File: config.mk
export PLATFORM = sky130hd
export DESIGN_NAME = multicart_outer_bank_register_unit
export DESIGN_NICKNAME = d
export VERILOG_FILES = /design/src/design/mobr_pkg.sv /design/src/design/multicart_outer_bank_register_unit.sv
export SDC_FILE = /design/constraint.sdc
export NUM_CORES = 1
export LEC_CHECK = 0
export ABC_AREA = 1
export ABC_CLOCK_PERIOD_IN_PS = 1700
export BUFFER_PORTS_ARGS = -buffer_cell sky130_fd_sc_hd__buf_4
export CAP_MARGIN = 20
export CORE_ASPECT_RATIO = 1.1
export CORE_UTILIZATION = 50
export CTS_CLUSTER_DIAMETER = 120
export DETAILED_ROUTE_END_ITERATION = 16
export GPL_TIMING_DRIVEN = 0
export PLACE_DENSITY = 0.71
export SLEW_MARGIN = 20
export SYNTH_ARGS = -nofsm -noshare
export SYNTH_HDL_FRONTEND = slang
export SYNTH_SLANG_ARGS = --single-unit
File: constraint.sdc
create_clock -name clk -period 1.7 [get_ports clk]
set_input_delay 0.34 -clock clk [delete_from_list [all_inputs] [get_ports clk]]
set_output_delay 0.34 -clock clk [all_outputs]
set_load 0.01 [all_outputs]
File: src/design/mobr_pkg.sv
// Types and constants for the multicart outer bank register unit.
// No dependencies; imported by the top level and its checker.
`timescale 1ns / 1ps

package mobr_pkg;

    typedef logic [1:0]  mode_t;
    typedef logic [1:0]  action_t;
    typedef logic [1:0]  cfg_index_t;
    typedef logic [11:0] cfg_data_t;
    typedef logic [11:0] bank_t;
    typedef logic [15:0] addr_t;
    typedef logic [7:0]  byte_t;

    // Beat kinds
    localparam mode_t MODE_WRITE   = 2'd0;
    localparam mode_t MODE_READ    = 2'd1;
    localparam mode_t MODE_PRG     = 2'd2;
    localparam mode_t MODE_CHR     = 2'd3;

    // Result dispositions
    localparam action_t ACT_HERE   = 2'd0;
    localparam action_t ACT_INNER  = 2'd1;
    localparam action_t ACT_WRAM   = 2'd2;
    localparam action_t ACT_IGNORE = 2'd3;

    // Configuration register indexes
    localparam cfg_index_t CFG_DIP_USED   = 2'd0;
    localparam cfg_index_t CFG_DIP_VALUE  = 2'd1;
    localparam cfg_index_t CFG_CHR_RAM_8K = 2'd2;

    // Outer register reset values
    localparam byte_t REG0_RESET = 8'h00;
    localparam byte_t REG1_RESET = 8'h00;
    localparam byte_t REG2_RESET = 8'h0F;
    localparam byte_t REG3_RESET = 8'h00;

    // Dip settings that pick the PRG enable bit
    localparam cfg_data_t DIP_EN_REG1_B7 = 12'd1;
    localparam cfg_data_t DIP_EN_REG2_B6 = 12'd2;
    localparam cfg_data_t DIP_EN_REG1_B6 = 12'd3;
    localparam cfg_data_t DIP_EN_REG2_B5 = 12'd4;

    // Lock bit in the fourth outer register
    localparam int LOCK_BIT = 6;

endpackage

File: src/design/multicart_outer_bank_register_unit.sv
// Top level of the multicart outer bank register unit.
// Depends on mobr_pkg; checked by mobr_checker (bound in its own file).
`timescale 1ns / 1ps

// Outer bank logic of a mapper 45 style multicart. Every input beat is one
// bus event: a CPU write (mode 0), a CPU read (mode 1), a PRG bank lookup
// (mode 2) or a CHR bank lookup (mode 3), and every input beat yields
// exactly one output beat, in order. CPU writes to 0x6000-0x7FFF load the
// four outer registers in turn through a 2-bit pointer until bit 6 of the
// fourth register is set, after which they are ignored; writes at 0x8000
// and up come back with action 1 for the inner controller. Reads in
// 0x5000-0x5FFF return the dip bit when the dip switch is in use, any
// other read comes back as action 2 (work RAM). PRG lookups merge the
// inner bank with a base and mask from registers 1-3 and report the
// dip-selected enable; CHR lookups merge with registers 0 and 2, or give
// the 1K slot of the PPU address when 8K CHR RAM is configured.
// Timing: two stages, an input register and a result register, with the
// whole translation between them; one beat is accepted every cycle while
// the output is not stalled. The outer registers are updated as a beat
// moves into the result register, so each beat sees the effect of all
// earlier ones.
// Configuration (cfg_write/cfg_index/cfg_data) is meant for idle periods
// only; index 3 is ignored. No start-up sweep: ready straight out of reset.
module multicart_outer_bank_register_unit
(
    input  logic                  clk,
    input  logic                  rst_n,
    // configuration write port
    input  logic                  cfg_write,
    input  mobr_pkg::cfg_index_t  cfg_index,
    input  mobr_pkg::cfg_data_t   cfg_data,
    // input channel
    input  logic                  in_valid,
    output logic                  in_stall,
    input  mobr_pkg::mode_t       mode,
    input  mobr_pkg::addr_t       address,
    input  mobr_pkg::byte_t       value,
    // output channel
    output logic                  out_valid,
    input  logic                  out_stall,
    output mobr_pkg::bank_t       bank,
    output logic                  bank_enabled,
    output logic                  read_data,
    output mobr_pkg::action_t     action,
    output logic                  banks_changed
);

    import mobr_pkg::*;

    // configuration
    logic      dip_used_reg;
    cfg_data_t dip_value_reg;
    logic      chr_ram_8k_reg;

    // outer registers and write pointer
    byte_t       outer_reg [4];
    logic [1:0]  wr_ptr_reg;

    // input stage
    logic  s1_valid_reg;
    mode_t s1_mode_reg;
    addr_t s1_addr_reg;
    byte_t s1_value_reg;

    // result stage
    logic    out_valid_reg;
    bank_t   bank_reg;
    logic    enabled_reg;
    logic    rdata_reg;
    action_t action_reg;
    logic    changed_reg;

    // translation results
    bank_t   bank_next;
    logic    enabled_next;
    logic    rdata_next;
    action_t action_next;
    logic    changed_next;

    logic out_load;
    logic in_take;
    logic s1_move;
    logic reg_write;
    logic prg_en;
    byte_t chr_mask;

    // Result register frees when empty or being taken this edge.
    assign out_load = !out_valid_reg || !out_stall;
    assign s1_move  = s1_valid_reg && out_load;
    assign in_stall = s1_valid_reg && !out_load;
    assign in_take  = in_valid && !in_stall;

    // ------------------------------------------------------------------
    // Configuration
    // ------------------------------------------------------------------
    always_ff @(posedge clk or negedge rst_n)
    begin
        if (!rst_n)
        begin
            dip_used_reg   <= 1'b0;
            dip_value_reg  <= '0;
            chr_ram_8k_reg <= 1'b0;
        end
        else if (cfg_write)
        begin
            unique case (cfg_index)
                CFG_DIP_USED:   dip_used_reg   <= cfg_data[0];
                CFG_DIP_VALUE:  dip_value_reg  <= cfg_data;
                CFG_CHR_RAM_8K: chr_ram_8k_reg <= cfg_data[0];
                default:        ;   // unused index
            endcase
        end
    end

    // ------------------------------------------------------------------
    // Input stage
    // ------------------------------------------------------------------
    always_ff @(posedge clk or negedge rst_n)
    begin
        if (!rst_n)
        begin
            s1_valid_reg <= 1'b0;
        end
        else if (in_take)
        begin
            s1_valid_reg <= 1'b1;
        end
        else if (s1_move)
        begin
            s1_valid_reg <= 1'b0;
        end
    end

    always_ff @(posedge clk)
    begin
        if (in_take)
        begin
            s1_mode_reg  <= mode;
            s1_addr_reg  <= address;
            s1_value_reg <= value;
        end
    end

    // ------------------------------------------------------------------
    // Translation
    // ------------------------------------------------------------------
    // PRG enable: the dip setting picks which outer register bit disables it.
    always_comb
    begin
        prg_en = 1'b1;
        if (dip_used_reg)
        begin
            unique case (dip_value_reg)
                DIP_EN_REG1_B7: prg_en = !outer_reg[1][7];
                DIP_EN_REG2_B6: prg_en = !outer_reg[2][6];
                DIP_EN_REG1_B6: prg_en = !outer_reg[1][6];
                DIP_EN_REG2_B5: prg_en = !outer_reg[2][5];
                default:        prg_en = 1'b1;
            endcase
        end
    end

    // CHR mask: low nibble of register 2 sets how many inner bits pass.
    assign chr_mask = 8'hFF >> (~outer_reg[2][3:0]);

    always_comb
    begin
        bank_next    = '0;
        enabled_next = 1'b0;
        rdata_next   = 1'b0;
        action_next  = ACT_HERE;
        changed_next = 1'b0;
        unique case (s1_mode_reg)
            MODE_WRITE:
            begin
                if (s1_addr_reg[15:13] == 3'b011)           // 0x6000-0x7FFF
                begin
                    if (!outer_reg[3][LOCK_BIT])
                    begin
                        changed_next = 1'b1;
                    end
                    else
                    begin
                        action_next = ACT_IGNORE;
                    end
                end
                else if (s1_addr_reg[15])                    // 0x8000 and up
                begin
                    action_next = ACT_INNER;
                end
                else
                begin
                    action_next = ACT_IGNORE;
                end
            end
            MODE_READ:
            begin
                if (dip_used_reg && s1_addr_reg[15:12] == 4'h5)
                begin
                    rdata_next = |(~dip_value_reg & s1_addr_reg[11:0]);
                end
                else
                begin
                    action_next = ACT_WRAM;
                end
            end
            MODE_PRG:
            begin
                bank_next    = {2'b00, outer_reg[2][7:6], outer_reg[1]}
                             | {6'b0, s1_value_reg[5:0] & ~outer_reg[3][5:0]};
                enabled_next = prg_en;
            end
            MODE_CHR:
            begin
                if (chr_ram_8k_reg)
                begin
                    bank_next = {9'b0, s1_addr_reg[12:10]};     // 1K slot
                end
                else
                begin
                    bank_next = {outer_reg[2][7:4], outer_reg[0]}
                              | {4'b0, s1_value_reg & chr_mask};
                end
            end
        endcase
    end

    // ------------------------------------------------------------------
    // Outer registers: written as the beat moves to the result stage
    // ------------------------------------------------------------------
    assign reg_write = s1_move && changed_next;

    always_ff @(posedge clk or negedge rst_n)
    begin
        if (!rst_n)
        begin
            outer_reg[0] <= REG0_RESET;
            outer_reg[1] <= REG1_RESET;
            outer_reg[2] <= REG2_RESET;
            outer_reg[3] <= REG3_RESET;
            wr_ptr_reg   <= '0;
        end
        else if (reg_write)
        begin
            outer_reg[wr_ptr_reg] <= s1_value_reg;
            wr_ptr_reg            <= wr_ptr_reg + 2'd1;
        end
    end

    // ------------------------------------------------------------------
    // Result stage
    // ------------------------------------------------------------------
    always_ff @(posedge clk or negedge rst_n)
    begin
        if (!rst_n)
        begin
            out_valid_reg <= 1'b0;
        end
        else if (out_load)
        begin
            out_valid_reg <= s1_valid_reg;
        end
    end

    always_ff @(posedge clk)
    begin
        if (s1_move)
        begin
            bank_reg    <= bank_next;
            enabled_reg <= enabled_next;
            rdata_reg   <= rdata_next;
            action_reg  <= action_next;
            changed_reg <= changed_next;
        end
    end

    assign out_valid     = out_valid_reg;
    assign bank          = bank_reg;
    assign bank_enabled  = enabled_reg;
    assign read_data     = rdata_reg;
    assign action        = action_reg;
    assign banks_changed = changed_reg;

endmodule

==> flow_metrics.env <==
export IMPL_status="complete, but fails checks"
export IMPL_failed_checks="hold timing"
export IMPL_drt_iter0_drc=157
export IMPL_worstPathArrival_ps=1740
export IMPL_routed_wl_um=8050
export IMPL_synth_seq_cells=92
export IMPL_grtUsageTotal=0.225
export IMPL_min_period_over_period=0.946
export IMPL_place_worst_setup_slack_ps=-310
export IMPL_maxCapViolCount=0
export IMPL_setup_viol_count_final=0
export IMPL_io_pins=64
export IMPL_relSlewSlack=0.429
export IMPL_die_y_um=93.9
export IMPL_path_clk_slew_ps=90
export IMPL_p_leak_nw=2.11
export IMPL_synth_cell_types=28
export IMPL_tightest_slew_ps=857
export IMPL_dp_hpwl_um=5450
export IMPL_netlist_instances=358
export IMPL_regToRegSetupSlack_ps=90
export IMPL_timing_rr_start="out_valid"
export IMPL_largest_register_ffs=31
export IMPL_period_minus_slack_ps=1610
export IMPL_clkLatencyLatePin_ps=360
export IMPL_wire_per_inst_um=15.2
export IMPL_fin_hold_ws_ps=-9.82
export IMPL_syn_area_um2=3840
export IMPL_io_buffers=63
export IMPL_cp_end_kind="flip-flop"
export IMPL_first_pass_iters=4
export IMPL_place_gp_congestion=0.825
export IMPL_drc_errors=0
export IMPL_numCtsBuffers=9
export IMPL_worst_slack_ps=91.4
export IMPL_core_um2=7430
export IMPL_cp_max_fo=7
export IMPL_r2r_cells=4
export IMPL_dieArea_um2=8030
export IMPL_area_growth_pct=21.5
export IMPL_dieWidth_um=85.6
export IMPL_overflow=0
export IMPL_grt_max_degree=50
export IMPL_utilization=0.628
export IMPL_row_count=33
export IMPL_ant_nets=0
export IMPL_cts_sinks=92
export IMPL_p_per_area_nw_per_um2=944
export IMPL_slew_viol_final=0
export IMPL_critPathLaunchType="flip-flop"
export IMPL_htree_levels=3
export IMPL_cts_root_buf="clkbuf_8"
export IMPL_fmax_ghz=0.622
export IMPL_cts_buffer_depth=2
export IMPL_final_hold_viol_count=7
export IMPL_seq_area_frac_synth=0.657
export IMPL_n_antenna_cell=0
export IMPL_initial_utilization=0.517
export IMPL_layout_commonest_cell="nand2_1"
export IMPL_grt_setup_unrepaired="false"
export IMPL_grt_pass1_vias=2823
export IMPL_final_cell_mix="80 x nand2_1, 67 x buf_4, 45 x dfrtp_1, 43 x edfxtp_1, 38 x inv_1"
export IMPL_hold_class="input port to async pin"
export IMPL_finClkSkew_ps=8.94
export IMPL_cts_tree="done"
export IMPL_grt_pass1_wl_um=13400
export IMPL_antenna_found_initial=0
export IMPL_timing_rr_end="s1_value_reg[6]"
export IMPL_finalSetupTns_ps=0
export IMPL_synthesis_nets=407
export IMPL_crit_required_ps=1830
export IMPL_vias_per_cell=5.20
export IMPL_postSynthAreaPerCell_um2=10.7
export IMPL_path_class="flip-flop to flip-flop"
export IMPL_ys_warn_count=0
export IMPL_ir_drop_mv=0.576
export IMPL_drive_above_1_share=0.259
export IMPL_vias=2762
export IMPL_nets=488
-- worst max-delay path by stage --
stage | start | endpoint | cells after the start
floorplan | out_valid | outer_reg[5] | 5
global placement | out_stall | outer_reg[30] | 6
detailed placement | out_stall | outer_reg[22] | 6
CTS | s1_mode_reg[0] | bank[8] | 3
global route | out_valid | in_stall | 3
finish | out_valid | s1_value_reg[6] | 4
-- through the flow --
stage / cells / total power, mW / area [um^2] / hold slack [ps]
detailed placement: 508 / 3.11 / 4420 / 411
CTS: 531 / 4.43 / 4660 / 12.6
finish: 531 / 4.41 / 4670 / -9.82
global placement: 508 / 3.09 / 4420 / 400
global route: 531 / 4.60 / 4670 / 29.7
floorplan: 358 / 2.85 / 3840 / 44.4
-- synth_stat cells --
| cell | instances | area share |
|---|---|---|
| inv_2 | 2 | 0.0020 |
| nand2_2 | 2 | 0.0033 |
| a21oi_4 | 1 | 0.0042 |
| nand4_4 | 3 | 0.017 |
| nor2_1 | 36 | 0.035 |
| nand4_1 | 1 | 0.0016 |
| clkbuf_1 | 2 | 0.0020 |
| a31oi_1 | 2 | 0.0033 |
| ha_1 | 4 | 0.013 |
| o21bai_1 | 1 | 0.0020 |
| o211ai_1 | 1 | 0.0020 |
| inv_1 | 39 | 0.038 |
| mux2_2 | 1 | 0.0029 |
| nand3_1 | 11 | 0.014 |
| nor3_2 | 1 | 0.0026 |
| a21oi_1 | 14 | 0.018 |
| o21ai_1 | 24 | 0.031 |
| buf_6 | 4 | 0.012 |
| nand2_1 | 80 | 0.078 |
| o21ai_0 | 24 | 0.031 |
| nor4_1 | 1 | 0.0016 |
| nand4_2 | 1 | 0.0033 |
| nor2_4 | 2 | 0.0059 |
| o21ai_2 | 7 | 0.016 |
| dfstp_2 | 4 | 0.027 |
| edfxtp_1 | 43 | 0.34 |
| nor3_1 | 2 | 0.0026 |
| dfrtp_1 | 45 | 0.29 |
-- layout make-up --
class / count / area, um^2
repair buffers: 68 / 523
flip-flops and latches: 92 / 2520
well taps: 87 / 109
fillers: 625 / 2770
plain buffers: 6 / 52.6
multi-input cells: 220 / 1130
inverters: 41 / 158
clock inverters: 6 / 41.3
repair inverters: 1 / 7.51
clock buffers: 10 / 128
-- worst max-delay path, cell delays in order, from the launching register on --
cell and delay, ps:
dfrtp_1 480, nand2_1 170, o21ai_2 340, clkinvlp_4 190, buf_4 200
-- report_power, final --
group          internal (mW)  switching [mW]
Sequential              2.50          0.0722
Clock                  0.529           0.766
Combinational          0.221           0.321
-- logic make-up (layout without fill, tap and decap cells) --
logic type                 after synthesis  after routing  share of synthesized area
AOI/OAI and AO/OA                       74             75                      0.108
DFF                                     92             92                      0.657
muxes                                    1              1                    0.00293
and+or+nand+nor                        140            140                      0.165
adders and majority gates                4              4                     0.0130
buffers and inverters                   47            132                     0.0538
-- layer usage --
metal | global-route usage | vias up | part of all wire
li1 | - | 1352 | -
met1 | 0.279 | 1326 | 0.44
met2 | 0.376 | 72 | 0.50
met3 | 0.0554 | 12 | 0.047
met4 | 0.0944 | 0 | 0.016
met5 | 0 | - | 0
-- repair_timing --
| action | CTS | global route |
|---|---|---|
| setup buffers | 5 | 0 |
| gates resized for setup | 4 | 1 |
| setup endpoints to repair | 57 | 4 |
| cloned | 2 | 0 |
| pin swaps | 1 | 0 |
| hold buffers | 0 | 0 |
No activity file was read; power rests on OpenSTA's default activity.
